**src/hw/rtl/tglr_pkg.sv**
```systemverilog
// tglr_pkg: shared constants and types for the glyph line renderer
// no dependencies; used by tglr_line_emit, text_glyph_line_renderer_core and tglr_checker
package tglr_pkg;

  localparam int GLYPH_WIDTH    = 17;
  localparam int GLYPH_HEIGHT   = 24;
  localparam int SCREEN_WIDTH   = 800;
  localparam int SCREEN_HEIGHT  = 480;
  localparam int GLYPH_COUNT    = 95;
  localparam int MAX_START_LINE = 19;

  localparam int STORE_DEPTH = GLYPH_COUNT * GLYPH_HEIGHT;
  localparam int ADDR_W      = $clog2(STORE_DEPTH);
  localparam int LINE_W      = (GLYPH_HEIGHT > 1) ? $clog2(GLYPH_HEIGHT) : 1;

  localparam int WORD_W   = 24;
  localparam int MASK_W   = 17;
  localparam int POS_X_W  = 10;
  localparam int POS_Y_W  = 9;
  localparam int MODE_W   = 2;
  localparam int CODE_W   = 8;
  localparam int SLINE_W  = 8;
  localparam int FINDEX_W = 12;
  localparam int COLOR_W  = 32;
  localparam int CFG_IDX_W = 1;

  // request modes
  localparam logic [MODE_W-1:0] MODE_FONT  = 2'd0;
  localparam logic [MODE_W-1:0] MODE_START = 2'd1;
  localparam logic [MODE_W-1:0] MODE_CHAR  = 2'd2;

  // register indexes
  localparam logic [CFG_IDX_W-1:0] CFG_FG_COLOR = 1'b0;
  localparam logic [CFG_IDX_W-1:0] CFG_BG_COLOR = 1'b1;

  localparam logic [CODE_W-1:0] CODE_NEWLINE = 8'h0A;
  localparam logic [CODE_W-1:0] CODE_FIRST   = 8'h20;
  localparam logic [CODE_W-1:0] CODE_LAST    = 8'h7E;

  localparam logic [COLOR_W-1:0] FG_COLOR_RST = 32'hFFFF_FFFF;
  localparam logic [COLOR_W-1:0] BG_COLOR_RST = 32'hFF00_0000;

  // one glyph to draw
  typedef struct packed {
    logic [POS_X_W-1:0] pos_x;
    logic [POS_Y_W-1:0] pos_y;
    logic [ADDR_W-1:0]  base;
  } glyph_job_t;

endpackage

```
**src/hw/rtl/tglr_line_emit.sv**
```systemverilog
// tglr_line_emit: walks the lines of one glyph, reads the font ram one line
// a cycle while the result register is not stalled and drives it; uses tglr_pkg
module tglr_line_emit (
  input  logic                         clk,
  input  logic                         rst_n,
  input  logic                         job_valid,
  output logic                         job_ready,
  input  tglr_pkg::glyph_job_t         job,
  output logic                         rd_en,
  output logic [tglr_pkg::ADDR_W-1:0]  rd_addr,
  input  logic [tglr_pkg::WORD_W-1:0]  rd_data,
  output logic                         out_valid,
  input  logic                         out_ready,
  output logic [tglr_pkg::POS_X_W-1:0] out_pos_x,
  output logic [tglr_pkg::POS_Y_W-1:0] out_pos_y,
  output logic [tglr_pkg::MASK_W-1:0]  out_line_mask,
  output logic                         out_last_line
);

  localparam int AW = tglr_pkg::ADDR_W;
  localparam int LW = tglr_pkg::LINE_W;

  logic                 active_r;
  logic [LW-1:0]        line_r;
  tglr_pkg::glyph_job_t job_r;

  // read stage: ram data belongs to this line
  logic                          pend_r;
  logic [tglr_pkg::POS_X_W-1:0]  pend_x_r;
  logic [tglr_pkg::POS_Y_W-1:0]  pend_y_r;
  logic                          pend_last_r;
  logic                          pend_oob_r;

  logic                          out_valid_r;
  logic [tglr_pkg::POS_X_W-1:0]  out_x_r;
  logic [tglr_pkg::POS_Y_W-1:0]  out_y_r;
  logic [tglr_pkg::MASK_W-1:0]   out_mask_r;
  logic                          out_last_r;

  logic          out_free;
  logic          move;
  logic          issue;
  logic          is_last;
  logic [AW:0]   addr_full;
  logic          addr_oob;
  logic [tglr_pkg::MASK_W-1:0] word_mask;

  always_comb begin
    out_free  = !out_valid_r || out_ready;
    move      = pend_r && out_free;
    // a new read only when its data has somewhere to sit
    issue     = active_r && (!pend_r || move);
    is_last   = (line_r == LW'(tglr_pkg::GLYPH_HEIGHT - 1));
    addr_full = {1'b0, job_r.base} + (AW + 1)'(line_r);
    addr_oob  = (addr_full >= (AW + 1)'(tglr_pkg::STORE_DEPTH));
    rd_en     = issue && !addr_oob;
    rd_addr   = addr_full[AW-1:0];
    job_ready = !active_r;
    word_mask = pend_oob_r ? '0
              : rd_data[tglr_pkg::WORD_W-1 -: tglr_pkg::GLYPH_WIDTH];
  end

  always_ff @(posedge clk) begin
    if (!rst_n) begin
      active_r    <= 1'b0;
      pend_r      <= 1'b0;
      out_valid_r <= 1'b0;
    end else begin
      if (job_valid && job_ready) begin
        active_r <= 1'b1;
      end else if (issue && is_last) begin
        active_r <= 1'b0;
      end
      if (issue) begin
        pend_r <= 1'b1;
      end else if (move) begin
        pend_r <= 1'b0;
      end
      if (move) begin
        out_valid_r <= 1'b1;
      end else if (out_ready) begin
        out_valid_r <= 1'b0;
      end
    end
  end

  always_ff @(posedge clk) begin
    if (job_valid && job_ready) begin
      job_r  <= job;
      line_r <= '0;
    end else if (issue) begin
      line_r <= line_r + LW'(1);
    end
    if (issue) begin
      pend_x_r    <= job_r.pos_x;
      pend_y_r    <= job_r.pos_y + tglr_pkg::POS_Y_W'(line_r);
      pend_last_r <= is_last;
      pend_oob_r  <= addr_oob;
    end
    if (move) begin
      out_x_r    <= pend_x_r;
      out_y_r    <= pend_y_r;
      out_mask_r <= word_mask;
      out_last_r <= pend_last_r;
    end
  end

  assign out_valid     = out_valid_r;
  assign out_pos_x     = out_x_r;
  assign out_pos_y     = out_y_r;
  assign out_line_mask = out_mask_r;
  assign out_last_line = out_last_r;

endmodule

```
**config.mk**
```make
export PLATFORM = sky130hd
export DESIGN_NAME = tglr_line_emit
export DESIGN_NICKNAME = d
export VERILOG_FILES = /design/src/hw/rtl/tglr_pkg.sv /design/src/hw/rtl/tglr_line_emit.sv
export SDC_FILE = /design/constraint.sdc
export NUM_CORES = 1
export LEC_CHECK = 0
export ABC_AREA = 1
export BUFFER_PORTS_ARGS = -buffer_cell sky130_fd_sc_hd__buf_2
export CAP_MARGIN = 15
export CORE_UTILIZATION = 38
export CTS_BUF_LIST = sky130_fd_sc_hd__clkbuf_16
export DETAILED_ROUTE_END_ITERATION = 8
export GPL_ROUTABILITY_DRIVEN = 0
export GPL_TIMING_DRIVEN = 0
export PLACE_DENSITY_LB_ADDON = 0.12
export SYNTH_ARGS = -nofsm -noshare
export SYNTH_HDL_FRONTEND = slang
export SYNTH_SLANG_ARGS = --single-unit
export TNS_END_PERCENT = 10
```
**constraint.sdc**
```tcl
create_clock -name clk -period 6.7 [get_ports clk]
set_input_delay 0.67 -clock clk [delete_from_list [all_inputs] [get_ports clk]]
set_output_delay 0.67 -clock clk [all_outputs]
set_load 0.005 [all_outputs]
```
## Word level (Yosys, flattened, before mapping)

Index checks and enable logic that the tools add are counted.

- Output and inout bits: 52
- Register bits: 97

- Mux-type cells: 6
- Reduce and logical (&&, ||, !) cells: 14
- Magnitude comparators: 1
- Eq/ne operators: 1
- Add/sub/neg operators: 3

Operators by type and width:

| cell | count |
|---|---|
| adder 12 x 5 -> 13 bit | 1 |
| >= comparator 13 x 12 -> 1 bit (second input constant) | 1 |
| adder 9 x 5 -> 9 bit | 1 |
| 2-to-1 mux 1 bit | 6 |
| nonzero test 2 bit | 3 |
| adder 5 x 1 -> 5 bit (second input constant) | 1 |
| equality test 5 bit (second input constant) | 1 |
| logical AND 1 bit | 5 |
| logical NOT 1 bit | 4 |
| logical OR 1 bit | 2 |

## Depth between registers and ports, before layout

Gate-level depths: netlist (run 1).

- Word-level depth: 8
- Gate-level depth with buffers: 15
- Depth with buffers taken out: 14

## Worst setup path after synthesis (run 1)

OpenSTA, ideal clock, no wires.

- Kind: input to register
- From: in out_ready
- To: reg out_last_r, in the netlist out_last_line (enable)
- Stages: 2
- Setup slack: 3.720 ns
- Setup time: 0.444 ns
- Data arrival time: 2.537 ns
- Buffers on the path: 0
- Data required time: 6.256 ns
- Path through: inv_1 > a21oi_1

- Word-level cells in the longest chain between the ends: 2

Ends and longest elaborated chain:

| element | line | RTL |
|---|---|---|
| start: declaration | tglr_line_emit.sv:13 | `input logic out_ready,` |
| logical OR 1 bit | tglr_line_emit.sv:49 | `out_free = !out_valid_r \|\| out_ready;` |
| logical AND 1 bit | tglr_line_emit.sv:50 | `move = pend_r && out_free;` |
| net move | tglr_line_emit.sv:41 | `logic move;` |
| end signal: assignment | tglr_line_emit.sv:104 | `out_last_r <= pend_last_r;` |
| end: declaration | tglr_line_emit.sv:38 | `logic out_last_r;` |

The timed path passes the listed nets, and every way through them passes these cells.
A chain may end at the register's enable or synchronous reset.

## Worst setup path after layout (run 1)

- From: reg line_r[0]
- To: out rd_en

- Word-level cells in the longest chain between the ends: 4

Ends and longest elaborated chain:

| element | line | RTL |
|---|---|---|
| start: declaration | tglr_line_emit.sv:24 | `logic [LW-1:0] line_r;` |
| start signal: assignment | tglr_line_emit.sv:92 | `line_r <= line_r + LW'(1);` |
| adder 12 x 5 -> 13 bit | tglr_line_emit.sv:54 | `addr_full = {1'b0, job_r.base} + (AW + 1)'(line_r);` |
| >= comparator 13 x 12 -> 1 bit | tglr_line_emit.sv:55 | `addr_oob = (addr_full >= (AW + 1)'(tglr_pkg::STORE_DEPTH));` |
| net addr_oob | tglr_line_emit.sv:45 | `logic addr_oob;` |
| logical NOT 1 bit | tglr_line_emit.sv:56 | `rd_en = issue && !addr_oob;` |
| logical AND 1 bit | tglr_line_emit.sv:56 |  |
| end: declaration | tglr_line_emit.sv:9 | `output logic rd_en,` |

The timed path passes the listed nets, and every way through them passes these cells.

==> flow_metrics.py, run 1 <==
metrics = {
    "worst_setup_path": {
        "end_kind": "output port",
        "worstPathRequired_ns": 6.03,
        "arrival_ns": 2.51,
        "critPathLaunchType": "flip-flop",
        "path_max_fanout": 5,
        "crit_type": "flip-flop to output port",
    },
    "timing": {
        "drv_slew": 0,
        "max_freq_mhz": 314.7,
        "finalCritPeriodShare_pct": 47.43,
        "hold_viol": 0,
        "tightest_slew_ns": 0.9126,
        "slew_headroom_pct": 39.09,
        "skew_ns": 0.005531,
        "rsz0062_at_grt": "no",
        "whs_ns": 0.4187,
        "layout_min_cycle_time_ns": 3.178,
        "setup_viol": 0,
        "fin_tns_setup_ns": 0,
    },
    "place": {
        "dp_hpwl_mm": 4.941,
        "placed_cells": 549,
        "portBuffers": 103,
        "place_area_sq_um": 4703,
    },
    "clocking": {
        "clk_pin_slew_ns": 0.06,
        "cts_max_level": 3,
        "cts_hold_buffers": 0,
        "post-cts-setup-buffers": 0,
        "insertion_delay_ns": 0.34,
        "root_buffer": "clkbuf_16",
        "cts_resized": 0,
        "cts_tree": "done",
        "clock_tree.buffer_depth": 2,
        "cts_buffers": 9,
        "numClockSinks": 97,
    },
    "layout": {
        "final_common_cell": "buf_2",
        "area_growth_pct": 26.89,
        "nets": 499,
        "layout_common_cells": "buf_2, edfxtp_1, inv_1, nand2_1, nor2_1",
        "fin_cells": 564,
        "stdcell_area_sq_um": 5019,
        "diodes": 0,
        "post_route_cells_drive_above_1_share_pct": 32.71,
    },
    "synthesis": {
        "synth.cell_area_sq_um": 3955,
        "avgSynthCellArea_sq_um": 12.72,
        "synth_edf_count": 89,
        "synth-main-ff-cell": "edfxtp_1",
        "ys_seq_area_share_pct": 71.62,
        "ys_async_sr_fraction_pct": 0,
        "synth_nets": 383,
        "yosysWarnings": 0,
        "syn_inst": 311,
        "synthDistinctLibCells": 28,
        "synth-seq-cells": 97,
    },
    "grt": {
        "grt_overflow_total": 0,
        "grt_pass1_wl_mm": 10.56,
        "grt_pass1_vias": 2279,
        "antenna_found_initial": 0,
        "grt_max_degree": 24,
        "track_usage_pct": 12.92,
    },
    "routing": {
        "wl_mm": 6.672,
        "post-route-drc-count": 0,
        "vias": 2492,
        "first_iter_violations": 63,
        "dr.pass1.iters": 4,
        "avgRoutedWirePerCell_um": 11.83,
        "via_per_inst": 4.418,
        "drtAntennaViolNets": 0,
    },
    "die": {
        "die_x_um": 104.0,
        "row_count": 36,
        "die-area_sq_um": 10820,
        "die_h_um": 104.0,
        "start_util_pct": 39.91,
        "coreArea_sq_um": 9910,
        "pin_count": 111,
    },
    "pwr": {
        "p_leak_uw": 0.002197,
        "pwr_density_cell_nw_per_um2": 278.0,
        "ir_drop_mv": 0.1415,
    },
    "hold_path": {
        "hold_path_class": "flip-flop to flip-flop",
    },
    "status": {
        "status": "finished clean",
    },
    "flow_run": {
        "drv_cap": 0,
    },
}
kinds of logic (layout without fill, tap and decap cells):
kind of cell	Yosys count	in the layout	share of synthesized area (%)
XOR/XNOR	9	9	1.993
AO/OA/AOI/OAI	22	22	2.974
adder cells (fa/ha/maj)	13	13	4.492
flip-flops	97	97	71.62
AND/OR/NAND/NOR	115	115	13.51
buffers and inverters	55	175	5.410
through the flow:
| stage | setup WS, ns | util [%] | power (uW) |
|---|---|---|---|
| floorplan | 3.720 | - | 810.1 |
| global placement | 2.780 | 46.79 | 863.4 |
| detailed placement | 3.892 | 47.46 | 871.1 |
| CTS | 3.502 | 50.64 | 1415 |
| global route | 3.278 | 50.64 | 1457 |
| finish | 3.522 | 50.64 | 1395 |
critical path: stages (launching register included):
cell	delay (ns)
dfxtp_1	0.36
ha_1	0.29
fa_1	0.48
nand2_1	0.11
nand2_1	0.07
nand3_2	0.09
nand3_1	0.09
nand2_2	0.09
nand2_2	0.06
nor2_2	0.07
nand2_1	0.07
nand2_1	0.08
nand2_2	0.08
nor2_2	0.09
buf_2	0.13
routing by layer:
layer	vias to the layer above	GRT usage, %	routed length, um
li1	1277	-	-
met1	1119	16.24	3047
met2	85	20.29	3097
met3	11	3.133	374
met4	0	7.653	152
met5	-	0	0
power by group:
group,switching [uW],internal [uW],leakage [uW]
clock,213,327,0.000154
sequential,15.3,705,0.000907
combinational,75.9,59.2,0.00114
total,305,1090,0.00220
flip-flops by register name (all words and copies together) (netlist names):
register	cells
out_pos_y	9
active_r	1
pend_y_r	9
pend_last_r	1
pend_x_r	10
out_valid	1
out_last_line	1
pend_r	1
out_line_mask	17
line_r	5
pend_oob_r	1
job_r	31
out_pos_x	10
layout make-up:
| class | instances | area [sq um] |
|---|---|---|
| buffer | 3 | 18.77 |
| tap | 133 | 166.4 |
| fill | 916 | 4891 |
| sequential | 97 | 2833 |
| timing repair buffer | 105 | 570.5 |
| multi-input combinational | 159 | 919.6 |
| clock inverter | 6 | 90.09 |
| inverter | 52 | 195.2 |
| clock buffer | 9 | 225.2 |
path summary, 6_finish.rpt:
path,startpoint,to,slack (ns),cells after the start
worst max-delay path,line_r[0],rd_en,3.52,14
worst max register to register,line_r[0],pend_oob_r,4.49,12
worst min-delay path,pend_x_r[4],out_pos_x[4],0.42,0
worst min register to register,pend_x_r[4],out_pos_x[4],0.42,0
synth_stat cells, types with 4 or more instances:
cell type	count	area [sq um]
edfxtp_1	89	2673
inv_1	50	187.7
nand2_1	50	187.7
nor2_1	25	93.84
nand3_1	15	75.07
a21oi_1	11	55.05
ha_1	11	137.6
dfxtp_1	8	160.2
nand2_2	8	50.05
o21ai_0	8	40.04
xor2_1	5	43.79
xnor2_1	4	35.03
Note: power is estimated with default switching activity, not from simulation.
==> run 2, diff against run 1 <==
- ABC_AREA: 1 -> 0
- clock period: 6.7 -> 2.6 ns (I/O delays scaled with it)
==> flow_metrics.py, run 2 <==
metrics = {
    "status": {
        "status": "finished, violations left",
        "violations": "setup timing",
    },
    "routing": {
        "post-route-drc-count": 0,
        "dr.pass1.iters": 4,
        "wl_mm": 6.344,
        "via_per_inst": 4.496,
        "first_iter_violations": 44,
        "vias": 2248,
        "avgRoutedWirePerCell_um": 12.69,
        "drtAntennaViolNets": 0,
    },
    "clocking": {
        "numClockSinks": 97,
        "clk_pin_slew_ns": 0.07,
        "cts_tree": "done",
        "cts_buffers": 9,
        "insertion_delay_ns": 0.33,
        "root_buffer": "clkbuf_16",
        "cts_max_level": 3,
        "cts_hold_buffers": 0,
        "clock_tree.buffer_depth": 2,
    },
    "timing": {
        "whs_ns": 0.09378,
        "skew_ns": 0.005403,
        "fin_tns_setup_ns": -0.2775,
        "slew_headroom_pct": 38.47,
        "hold_viol": 0,
        "finalCritPeriodShare_pct": 109.3,
        "fin_ws_ns": -0.2408,
        "setup_viol": 2,
        "max_freq_mhz": 352.0,
        "tightest_slew_ns": 0.9229,
        "rsz0062_at_grt": "yes",
        "layout_min_cycle_time_ns": 2.841,
        "drv_slew": 0,
    },
    "synthesis": {
        "synth_nets": 313,
        "ys_async_sr_fraction_pct": 0,
        "synth_top_area_share_pct": 69.62,
        "avgSynthCellArea_sq_um": 15.93,
        "synth_edf_count": 89,
        "ys_top_cells_by_count": "edfxtp_1, nor2b_1, nand2_1",
        "synth.cell_area_sq_um": 3839,
        "synthDistinctLibCells": 43,
        "synth-seq-cells": 97,
        "synth_area_leaders": "edfxtp_1, dfxtp_1, ha_1, nor2b_1, xor2_1",
        "synth.most_common_cell": "edfxtp_1",
        "synth-main-ff-cell": "edfxtp_1",
        "yosysWarnings": 0,
        "syn_inst": 241,
        "synth_area_leader_cell": "edfxtp_1",
        "ys_seq_area_share_pct": 73.79,
    },
    "pwr": {
        "p_seq_share_pct": 54.7,
        "p_sw_share_pct": 22.73,
        "pwr-share-clk_pct": 36.3,
        "pwr_density_cell_nw_per_um2": 689.3,
        "p_leak_uw": 0.001953,
        "p_int_uw": 2612,
        "ir_drop_mv": 0.2490,
        "p_sw_uw": 768.4,
        "pwr-share-comb_pct": 8.9,
    },
    "place": {
        "dp_slack_ns": -0.1535,
        "portBuffers": 103,
        "dp_hpwl_mm": 4.433,
    },
    "layout": {
        "largest_register_ffs": 31,
        "layout_common_cells": "buf_2, edfxtp_1, nor2b_1",
        "final_common_cell": "buf_2",
        "fillers": 872,
        "area_growth_pct": 27.77,
        "post_route_cells_drive_above_1_share_pct": 39.24,
        "multi_input_area_sq_um": 972.2,
        "largest_register": "job_r",
        "nets": 434,
        "post-route-util_pct": 50.18,
        "diodes": 0,
        "seq_area_sq_um": 2839,
    },
    "die": {
        "die_x_um": 102.5,
        "start_util_pct": 39.27,
        "pin_count": 111,
        "die_h_um": 102.5,
        "row_count": 36,
        "die-area_sq_um": 10510,
        "coreArea_sq_um": 9774,
    },
    "worst_setup_path": {
        "crit_type": "flip-flop to output port",
        "path_max_fanout": 9,
        "crit_path_cell_trace": "ha_1 -> buf_6 -> a21o_1 -> a221oi_4 -> nor2b_1 -> or3_4 -> a221oi_2 -> buf_2",
        "end_kind": "output port",
        "cp_slowest_stage_delay_ns": 0.40,
        "critPathLaunchType": "flip-flop",
        "r2r_slack_ns": 0.26,
        "worstPathRequired_ns": 2.34,
        "cpLargestDelayFamily": "compound AO/OA/AOI/OAI gates",
        "arrival_ns": 2.58,
        "worst_path_max_delay_cell": "a221oi_4",
        "critPathBufInv": 2,
    },
    "grt": {
        "antenna_found_initial": 0,
        "grt_overflow_total": 0,
        "track_usage_pct": 12.76,
        "grt_pass1_wl_mm": 9.839,
        "grt_max_degree": 37,
        "grt_pass1_vias": 2120,
    },
    "flow_run": {
        "drv_cap": 0,
    },
    "hold_path": {
        "hold_path_class": "input port to flip-flop",
    },
}
==> run 2: cell types whose count changed in the layout (fill, tap and decap cells not counted), sizes merged, moves of 4 or more <==
| cell | change |
|---|---|
| nor2 | -17 |
| nand2 | -47 |
| nand3 | -13 |
| nor2b | +22 |
| xor2 | +6 |
| inv | -42 |
| buf | +6 |
| a21o | +4 |
==> run 2: final timing paths <==
kind / start / end / depth (start not counted)
worst max register to register: job_r[3] / pend_oob_r / 7
worst min-delay path: job[13] / job_r[13] / 1
worst min register to register: job_r[28] / pend_x_r[7] / 0
worst max-delay path: job_r[3] / rd_en / 8
==> run 2: through the flow <==
stage          power (uW)  cell area [sq um]  instances
5_1_grt              3529               4905        500
3_5_place_dp         2174               4549        478
6_report             3381               4905        500
2_1_floorplan        2038               3839        241
4_1_cts              3424               4895        500
3_3_place_gp         2163               4521        477
==> run 2: cell type report <==
class / count / share of cell area (%)
buffer: 4 / 0.5612
timing repair buffer: 110 / 11.84
multi-input combinational: 130 / 19.82
clock inverter: 7 / 1.071
clock buffer: 9 / 4.592
inverter: 10 / 0.8418
sequential: 97 / 57.88
tap: 133 / 3.393
==> run 2: routing by layer <==
layer  routed length (um)  up-vias  GRT usage, %
li1                     -     1143             -
met1                 2709     1022         15.57
met2                 3026       71         20.41
met3                  453       12         2.983
met4                  155        0         8.242
met5                    0        -             0
==> run 2: power groups by stage <==
| stage | clock [uW] | sequential, uW | combinational [uW] |
|---|---|---|---|
| 2_1_floorplan | 0 | 1880 | 159 |
| 3_3_place_gp | 0 | 1880 | 278 |
| 5_1_grt | 1330 | 1860 | 340 |
| 3_5_place_dp | 0 | 1880 | 289 |
| 4_1_cts | 1270 | 1850 | 305 |
| 6_report | 1230 | 1850 | 301 |
==> run 2: cells by family (layout without fill, tap and decap cells) <==
| group | after synthesis | after routing | synth area share (%) |
|---|---|---|---|
| simple gates | 63 | 63 | 8.899 |
| buf+inv | 14 | 140 | 1.597 |
| xor+xnor | 17 | 17 | 3.879 |
| fa+ha+maj | 13 | 13 | 4.628 |
| flops | 97 | 97 | 73.79 |
| compound gates | 37 | 37 | 7.203 |
==> run 2: what timing repair did <==
item	4_1_cts	5_1_grt
setup endpoints to repair	2	6
cloned	0	0
setup buffers	6	0
pin swaps	6	2
resized for setup	10	3
